### config.mk
export PLATFORM = sky130hd
export DESIGN_NAME = delta_prefix_varint_encoder
export DESIGN_NICKNAME = d
export VERILOG_FILES = /design/src/hw/rtl/dpv_pkg.sv /design/src/hw/rtl/delta_prefix_varint_encoder.sv /design/src/hw/rtl/dpv_encode.sv /design/src/hw/rtl/dpv_serializer.sv
export SDC_FILE = /design/constraint.sdc
export NUM_CORES = 1
export LEC_CHECK = 0
export BUFFER_PORTS_ARGS = -buffer_cell sky130_fd_sc_hd__buf_2
export CAP_MARGIN = 20
export CELL_PAD_IN_SITES_DETAIL_PLACEMENT = 2
export CELL_PAD_IN_SITES_GLOBAL_PLACEMENT = 2
export CORE_ASPECT_RATIO = 1.2
export CORE_MARGIN = 5
export CORE_UTILIZATION = 42
export CTS_CLUSTER_SIZE = 40
export DETAILED_ROUTE_END_ITERATION = 8
export PLACE_DENSITY_LB_ADDON = 0.1
export SLEW_MARGIN = 40
export SYNTH_ARGS = -nofsm -noshare
export SYNTH_HDL_FRONTEND = slang
export SYNTH_SLANG_ARGS = --single-unit
### constraint.sdc
create_clock -name clk -period 12.9 [get_ports clk]
set_clock_uncertainty 0.05 [all_clocks]
set_input_delay 3.225 -clock clk [delete_from_list [all_inputs] [get_ports clk]]
set_output_delay 3.225 -clock clk [all_outputs]
set_load 0.005 [all_outputs]
### src/hw/rtl/dpv_pkg.sv
// Shared types and constants for the delta prefix varint encoder.
package dpv_pkg;

    localparam int ValueWidth = 32;
    localparam int NumClasses = 8;
    localparam int PartWidth  = 7;
    localparam int AccWidth   = 47;
    localparam int WordBytes  = 6;
    localparam int WordWidth  = 8 * WordBytes;
    localparam int TermBytes  = 5;

    localparam logic ACT_ENCODE = 1'b0;
    localparam logic ACT_FINISH = 1'b1;

    localparam logic [7:0] FILL_BYTE = 8'hFF;

    // Lower bound of each difference class, smallest class first.
    localparam logic [ValueWidth-1:0] CLASS_BASE [NumClasses] = '{
        32'h0000_0000, 32'h0000_0010, 32'h0000_0110, 32'h0000_1110,
        32'h0001_1110, 32'h0011_1110, 32'h0111_1110, 32'h1111_1110
    };

    typedef struct packed {
        logic                         action;
        logic signed [ValueWidth-1:0] value;
    } in_t;

    typedef struct packed {
        logic [7:0] out_byte;
        logic       last_in_run;
        logic       stream_end;
    } out_t;

    // Completed bytes of one item, left-aligned, with their count.
    typedef struct packed {
        logic [WordWidth-1:0] data;
        logic [2:0]           nb;
        logic                 stream_end;
    } word_t;

endpackage

### src/hw/rtl/delta_prefix_varint_encoder.sv
// Top level of the delta prefix varint encoder: input register, coder, byte sender.
//
//  channel   dir  handshake              payload
//  in        in   in_valid / in_ready    in_data  (action, value)
//  out       out  out_valid / out_ready  out_data (out_byte, last_in_run, stream_end)
//
// An item is coded combinationally from the input register into the byte sender.
// The sender emits one byte per cycle while out_ready is high: up to 5 bytes
// for an encode, 5 or 6 for a finish; an encode with no whole byte loads nothing.
// Reset clears the stream state and both valid flags; no clearing pass.
// A stall on out holds the byte; the input register holds one item meanwhile.
module delta_prefix_varint_encoder (
    input  logic           clk,
    input  logic           rst_n,
    input  logic           in_valid,
    output logic           in_ready,
    input  dpv_pkg::in_t   in_data,
    output logic           out_valid,
    input  logic           out_ready,
    output dpv_pkg::out_t  out_data
);
    import dpv_pkg::*;

    in_t   item_reg;
    logic  item_valid_reg, item_valid_next;
    word_t word;
    logic  ser_free;
    logic  go;
    logic  load;

    assign go       = item_valid_reg && ser_free;
    assign load     = go && word.nb != 3'd0;
    assign in_ready = !item_valid_reg || go;

    always_comb
    begin
        item_valid_next = item_valid_reg;
        if (in_ready)
        begin
            item_valid_next = in_valid;
        end
    end

    always_ff @(posedge clk or negedge rst_n)
    begin
        if (!rst_n)
        begin
            item_valid_reg <= 1'b0;
        end
        else
        begin
            item_valid_reg <= item_valid_next;
        end
    end

    always_ff @(posedge clk)
    begin
        if (in_valid && in_ready)
        begin
            item_reg <= in_data;
        end
    end

    dpv_encode u_encode (
        .clk   (clk),
        .rst_n (rst_n),
        .go    (go),
        .item  (item_reg),
        .word  (word)
    );

    dpv_serializer u_serializer (
        .clk       (clk),
        .rst_n     (rst_n),
        .load      (load),
        .word      (word),
        .free      (ser_free),
        .out_valid (out_valid),
        .out_ready (out_ready),
        .out_data  (out_data)
    );

endmodule

### src/hw/rtl/dpv_encode.sv
// Delta, class coding and bit packing of one item, plus the stream state.
module dpv_encode (
    input  logic           clk,
    input  logic           rst_n,
    input  logic           go,
    input  dpv_pkg::in_t   item,
    output dpv_pkg::word_t word
);
    import dpv_pkg::*;

    logic [ValueWidth-1:0] prev_reg, prev_next;
    logic [PartWidth-1:0]  part_reg, part_next;
    logic [2:0]            cnt_reg, cnt_next;

    logic [ValueWidth-1:0] diff;
    logic [2:0]            kidx;
    logic [3:0]            k;
    logic [ValueWidth-1:0] payload;
    logic [7:0]            prefix;
    logic [5:0]            len;
    logic [39:0]           code;
    logic [AccWidth-1:0]   acc;
    logic [5:0]            total;
    logic [5:0]            sh;
    logic [WordWidth-1:0]  aligned;
    logic [7:0]            flush_byte;

    always_comb
    begin
        diff = ValueWidth'(item.value) - prev_reg;
        // Bases rise, so the class index is the last base not above diff.
        kidx = 3'd0;
        for (int j = 1; j < NumClasses; j++)
        begin
            if (diff >= CLASS_BASE[j])
            begin
                kidx = 3'(j);
            end
        end
        k       = {1'b0, kidx} + 4'd1;
        payload = diff - CLASS_BASE[kidx];
        prefix  = 8'((9'd1 << kidx) - 9'd1) << 1;
        len     = 6'(k) * 6'd5;
        code    = (40'(prefix) << {k, 2'b00}) | 40'(payload);
        acc     = (AccWidth'(part_reg) << len) | AccWidth'(code);
        total   = 6'(cnt_reg) + len;
        sh      = 6'(WordWidth) - total;
        aligned = WordWidth'(acc) << sh;

        flush_byte = 8'(16'(part_reg) << (4'd8 - {1'b0, cnt_reg})) | (FILL_BYTE >> cnt_reg);
    end

    always_comb
    begin
        prev_next = prev_reg;
        part_next = part_reg;
        cnt_next  = cnt_reg;
        if (item.action == ACT_FINISH)
        begin
            word.stream_end = 1'b1;
            if (cnt_reg != 3'd0)
            begin
                word.data = {flush_byte, {(8 * TermBytes){1'b1}}};
                word.nb   = 3'(TermBytes + 1);
            end
            else
            begin
                word.data = {{(8 * TermBytes){1'b1}}, 8'h00};
                word.nb   = 3'(TermBytes);
            end
            if (go)
            begin
                prev_next = '0;
                part_next = '0;
                cnt_next  = '0;
            end
        end
        else
        begin
            word.stream_end = 1'b0;
            word.data       = aligned;
            word.nb         = total[5:3];
            if (go)
            begin
                prev_next = ValueWidth'(item.value);
                part_next = acc[PartWidth-1:0] & PartWidth'((8'd1 << total[2:0]) - 8'd1);
                cnt_next  = total[2:0];
            end
        end
    end

    always_ff @(posedge clk or negedge rst_n)
    begin
        if (!rst_n)
        begin
            prev_reg <= '0;
            part_reg <= '0;
            cnt_reg  <= '0;
        end
        else
        begin
            prev_reg <= prev_next;
            part_reg <= part_next;
            cnt_reg  <= cnt_next;
        end
    end

endmodule

### src/hw/rtl/dpv_serializer.sv
// Result register that sends the completed bytes of one item, one per cycle while out_ready is high.
module dpv_serializer (
    input  logic           clk,
    input  logic           rst_n,
    input  logic           load,
    input  dpv_pkg::word_t word,
    output logic           free,
    output logic           out_valid,
    input  logic           out_ready,
    output dpv_pkg::out_t  out_data
);
    import dpv_pkg::*;

    logic [WordWidth-1:0] data_reg, data_next;
    logic [2:0]           cnt_reg, cnt_next;
    logic                 end_reg, end_next;
    logic                 take;

    assign out_valid            = cnt_reg != 3'd0;
    assign take                 = out_valid && out_ready;
    assign free                 = !out_valid || (out_ready && cnt_reg == 3'd1);
    assign out_data.out_byte    = data_reg[WordWidth-1 -: 8];
    assign out_data.last_in_run = cnt_reg == 3'd1;
    assign out_data.stream_end  = end_reg;

    always_comb
    begin
        data_next = data_reg;
        cnt_next  = cnt_reg;
        end_next  = end_reg;
        if (load)
        begin
            data_next = word.data;
            cnt_next  = word.nb;
            end_next  = word.stream_end;
        end
        else if (take)
        begin
            data_next = data_reg << 8;
            cnt_next  = cnt_reg - 3'd1;
        end
    end

    always_ff @(posedge clk or negedge rst_n)
    begin
        if (!rst_n)
        begin
            cnt_reg <= '0;
        end
        else
        begin
            cnt_reg <= cnt_next;
        end
    end

    always_ff @(posedge clk)
    begin
        data_reg <= data_next;
        end_reg  <= end_next;
    end

    a_cnt_range: assert property (@(posedge clk) disable iff (!rst_n)
        cnt_reg <= 3'(WordBytes))
        else $error("byte count out of range");

    a_load_free: assert property (@(posedge clk) disable iff (!rst_n)
        load |-> free)
        else $error("word loaded over unsent bytes");

    a_count_down: assert property (@(posedge clk) disable iff (!rst_n)
        (take && !load && cnt_reg > 3'd1) |=> cnt_reg == $past(cnt_reg) - 3'd1)
        else $error("byte count did not step down");

    a_hold: assert property (@(posedge clk) disable iff (!rst_n)
        (out_valid && !out_ready) |=> ($stable(cnt_reg) && $stable(data_reg)))
        else $error("stalled byte changed");

endmodule

==> metrics.txt <==
# TYPE chip_impl_metric gauge
chip_impl_info{name="status",value="complete, no violations"} 1
chip_impl_metric{name="numClockSinks",unit=""} 128
chip_impl_metric{name="drcViolationCount",unit=""} 0
chip_impl_metric{name="placement.setup.worst_slack",unit="ps"} 2410
chip_impl_metric{name="routed_wl",unit="mm"} 73.9
chip_impl_metric{name="syn2layout_area_growth",unit="%"} 7.98
chip_impl_metric{name="drive_gt1_share",unit="%"} 12.3
chip_impl_metric{name="initial_core_utilization",unit="%"} 42.5
chip_impl_info{name="synth_most_common_cell",value="sky130_fd_sc_hd__nor2_1"} 1
chip_impl_metric{name="yosysTopAreaCellShare",unit="%"} 16.6
chip_impl_metric{name="drt_iter0_drc",unit=""} 1459
chip_impl_metric{name="post-place-cells",unit=""} 2249
chip_impl_metric{name="insertedDiodeCount",unit=""} 0
chip_impl_info{name="cell_type_with_the_largest_total_area_after_synthesis",value="sky130_fd_sc_hd__edfxtp_1"} 1
chip_impl_metric{name="timing.max_cap.violations",unit=""} 0
chip_impl_metric{name="chipWidth",unit="um"} 182
chip_impl_metric{name="drt_pass1_iterations",unit=""} 6
chip_impl_metric{name="cts.hold.buffers_added",unit=""} 0
chip_impl_metric{name="timing.final.crit_period",unit="ps"} 10790
chip_impl_metric{name="avgViaCountPerCell",unit=""} 7.23
chip_impl_metric{name="post-dp-hpwl",unit="mm"} 56.7
chip_impl_info{name="post_synth_main_area_contributors",value="sky130_fd_sc_hd__edfxtp_1 (17%), sky130_fd_sc_hd__dfrtp_1 (7.8%), sky130_fd_sc_hd__ha_1 (5.8%)"} 1
chip_impl_metric{name="post_synth.cell_area_avg",unit="um2"} 8.03
chip_impl_metric{name="port_buffers",unit=""} 48
chip_impl_metric{name="slew_violations",unit=""} 0
chip_impl_info{name="cts_tree",value="built"} 1
chip_impl_metric{name="netlist_area",unit="mm2"} 0.0148
chip_impl_metric{name="worst_slew_margin_rel",unit="%"} 38.6
chip_impl_metric{name="reg2reg_depth",unit=""} 26
chip_impl_metric{name="synth-seq-cells",unit=""} 128
chip_impl_metric{name="final_sum_of_negative_setup_slack",unit="ps"} 0
chip_impl_info{name="endpoint_kind",value="flip-flop"} 1
chip_impl_metric{name="core_area",unit="mm2"} 0.0349
chip_impl_metric{name="synth_edf_count",unit=""} 82
chip_impl_metric{name="number_of_cells_on_the_worst_hold_path",unit=""} 2
chip_impl_metric{name="final_critical_path_setup_slack",unit="ps"} 2110
chip_impl_info{name="setup_repair_after_global_routing_missed_its_margin",value="no"} 1
chip_impl_metric{name="gr-total-overflow",unit=""} 0
chip_impl_metric{name="synth_fp_nets",unit=""} 1955
chip_impl_metric{name="boundaryPins",unit=""} 49
chip_impl_metric{name="postSynth.asyncResetShare",unit="%"} 35.9
chip_impl_metric{name="grt_antenna_before_repair",unit=""} 1
chip_impl_metric{name="route.antenna.remaining_nets",unit=""} 0
chip_impl_metric{name="largest_register_ffs",unit=""} 48
chip_impl_metric{name="setup-violations-final",unit=""} 0
chip_impl_metric{name="numCtsBuffers",unit=""} 17
chip_impl_metric{name="timing.critical_path.fanout_max",unit=""} 24
chip_impl_metric{name="die_y",unit="um"} 216
chip_impl_metric{name="n_fill_cell",unit=""} 3960
chip_impl_metric{name="grt.total_usage",unit="%"} 36.4
chip_impl_metric{name="grt_max_degree",unit=""} 70
chip_impl_info{name="ctsRootBufferMaster",value="sky130_fd_sc_hd__clkbuf_16"} 1
chip_impl_metric{name="num_rows",unit=""} 75
chip_impl_info{name="timing_worst_setup_path_type",value="reg2reg"} 1
chip_impl_metric{name="finalHoldWorstSlack",unit="ps"} 483
chip_impl_info{name="synth_flop_cell",value="sky130_fd_sc_hd__edfxtp_1"} 1
chip_impl_info{name="min-delay-path-class",value="reg2reg"} 1
chip_impl_metric{name="required_worst_endpoint",unit="ps"} 13120
chip_impl_metric{name="clockBufferDepth",unit=""} 2
chip_impl_metric{name="routabilityCongestion",unit=""} 0.982
chip_impl_info{name="cp_launch_type",value="flip-flop"} 1
chip_impl_metric{name="synth.yosys.seq_area_share",unit="%"} 24.4
chip_impl_metric{name="layout.nets",unit=""} 1915
chip_impl_metric{name="final_cycle_share",unit="%"} 83.7
chip_impl_metric{name="yosysWarnings",unit=""} 0
chip_impl_metric{name="post_layout_nonfiller_instances",unit=""} 2281
chip_impl_metric{name="path_clk_slew",unit="ps"} 70
chip_impl_metric{name="post-cts-setup-buffers",unit=""} 0
chip_impl_metric{name="detailroute.via_count",unit=""} 16500
chip_impl_metric{name="wire_length_of_the_first_global_routing_pass",unit="mm"} 110
chip_impl_metric{name="die-area",unit="mm2"} 0.0392
chip_impl_metric{name="clk_latency",unit="ps"} 450
chip_impl_metric{name="postSynthCellCount",unit=""} 1846
chip_impl_metric{name="drt-wirelength-per-cell",unit="um"} 32.4
chip_impl_metric{name="worst_pin_slew",unit="ps"} 918
chip_impl_metric{name="depth_of_the_cts_h_tree",unit=""} 4
chip_impl_metric{name="worst-endpoint-arrival",unit="ps"} 11010
chip_impl_metric{name="vias_in_the_first_global_route",unit=""} 17500
chip_impl_metric{name="timing.fmax",unit="MHz"} 92.7
chip_impl_metric{name="post_synth_num_cell_types",unit=""} 99
chip_impl_metric{name="cts_repair_resize_count",unit=""} 0
chip_impl_info{name="netlist_top_cells_count",value="sky130_fd_sc_hd__nor2_1 (186), sky130_fd_sc_hd__nand2_1 (146), sky130_fd_sc_hd__a21oi_1 (138), sky130_fd_sc_hd__o21ai_0 (112), sky130_fd_sc_hd__clkbuf_1 (101)"} 1
chip_impl_metric{name="final-hold-violation-count",unit=""} 0
-- path summary, 6_finish.rpt --
path	start	to	slack, ps
setup / recovery	item_reg[16]	u_serializer.data_reg[42]	2110
hold / removal	u_encode.prev_reg[0]	u_encode.prev_reg[0]	480
setup reg to reg	item_reg[16]	u_serializer.data_reg[42]	2110
hold reg to reg	u_encode.prev_reg[0]	u_encode.prev_reg[0]	480
max in group asynchronous	rst_n	item_valid_reg	9440
min in group asynchronous	rst_n	u_encode.prev_reg[20]	2840
-- logic make-up (layout without fill, tap and decap cells) --
group	count (synthesis)	count (layout)	share of synthesized area [%]
XOR/XNOR	48	48	2.84
adder cells (fa/ha/maj)	72	72	6.23
AO/OA/AOI/OAI	713	713	34.2
flip-flops	128	128	24.4
buffers and inverters	219	192	6.18
multiplexers	82	82	7.50
AND/OR/NAND/NOR	584	584	18.7
-- cells in the final DEF, fill, tap and decap left out, types with 33 or more instances in the layout --
cell	Yosys	routed
sky130_fd_sc_hd__buf_2	5	49
sky130_fd_sc_hd__edfxtp_1	82	82
sky130_fd_sc_hd__a31oi_1	33	33
sky130_fd_sc_hd__ha_1	69	65
sky130_fd_sc_hd__mux2_2	33	33
sky130_fd_sc_hd__nand3_1	46	46
sky130_fd_sc_hd__nor2_1	186	186
sky130_fd_sc_hd__nand2_1	146	142
sky130_fd_sc_hd__dfrtp_1	46	45
sky130_fd_sc_hd__a211oi_1	39	38
sky130_fd_sc_hd__nor3_1	50	48
sky130_fd_sc_hd__inv_1	77	77
sky130_fd_sc_hd__o21ai_0	112	110
sky130_fd_sc_hd__a21oi_1	138	138
-- area by class of cell --
| type | count | area [um2] | area share (%) |
|---|---|---|---|
| clock buffer | 18 | 429 | 2.68 |
| clock inverter | 14 | 183 | 1.14 |
| inverter | 82 | 308 | 1.92 |
| multi-input combinational | 1499 | 10400 | 65.1 |
| sequential | 128 | 3610 | 22.6 |
| tap | 462 | 578 | 3.61 |
| timing repair buffer | 78 | 483 | 3.02 |
-- metrics by stage --
step / area, um2 / utilization [%]
after CTS: 16000 / 45.8
after global routing: 16000 / 45.9
final: 16000 / 45.9
after detailed placement: 15400 / 44.0
after global placement: 15300 / 43.8
after floorplan: 14800 / -
-- layer usage --
layer  part of all wire [%]  GRT usage, %  vias up
met5                      0             0        -
met4                    7.8          23.6        0
met3                    5.8          5.89      289
met2                     51          65.5      749
met1                     36          39.4     8352
li1                       -             -     7106
-- critical path, cell delays in order (launching register included) --
cell,delay (ps)
sky130_fd_sc_hd__edfxtp_1,420
sky130_fd_sc_hd__ha_1,520
sky130_fd_sc_hd__nand4_1,330
sky130_fd_sc_hd__nor3_1,390
sky130_fd_sc_hd__a21boi_0,610
sky130_fd_sc_hd__nor4_1,190
sky130_fd_sc_hd__o22ai_1,540
sky130_fd_sc_hd__o211ai_1,260
sky130_fd_sc_hd__and3_1,270
sky130_fd_sc_hd__a211oi_2,190
sky130_fd_sc_hd__buf_4,270
sky130_fd_sc_hd__a311o_2,520
sky130_fd_sc_hd__ha_1,310
sky130_fd_sc_hd__ha_1,410
sky130_fd_sc_hd__ha_1,690
sky130_fd_sc_hd__ha_1,360
sky130_fd_sc_hd__xor2_1,680
sky130_fd_sc_hd__inv_1,210
sky130_fd_sc_hd__ha_2,390
sky130_fd_sc_hd__clkinv_1,590
sky130_fd_sc_hd__buf_4,490
sky130_fd_sc_hd__a31oi_1,280
sky130_fd_sc_hd__a32oi_1,170
sky130_fd_sc_hd__a22o_1,420
sky130_fd_sc_hd__o311ai_0,700
sky130_fd_sc_hd__a22oi_1,170
sky130_fd_sc_hd__o31ai_1,110
Power is not shown: default switching activity piles up to over one toggle a cycle in this logic, so the estimate is an artifact.
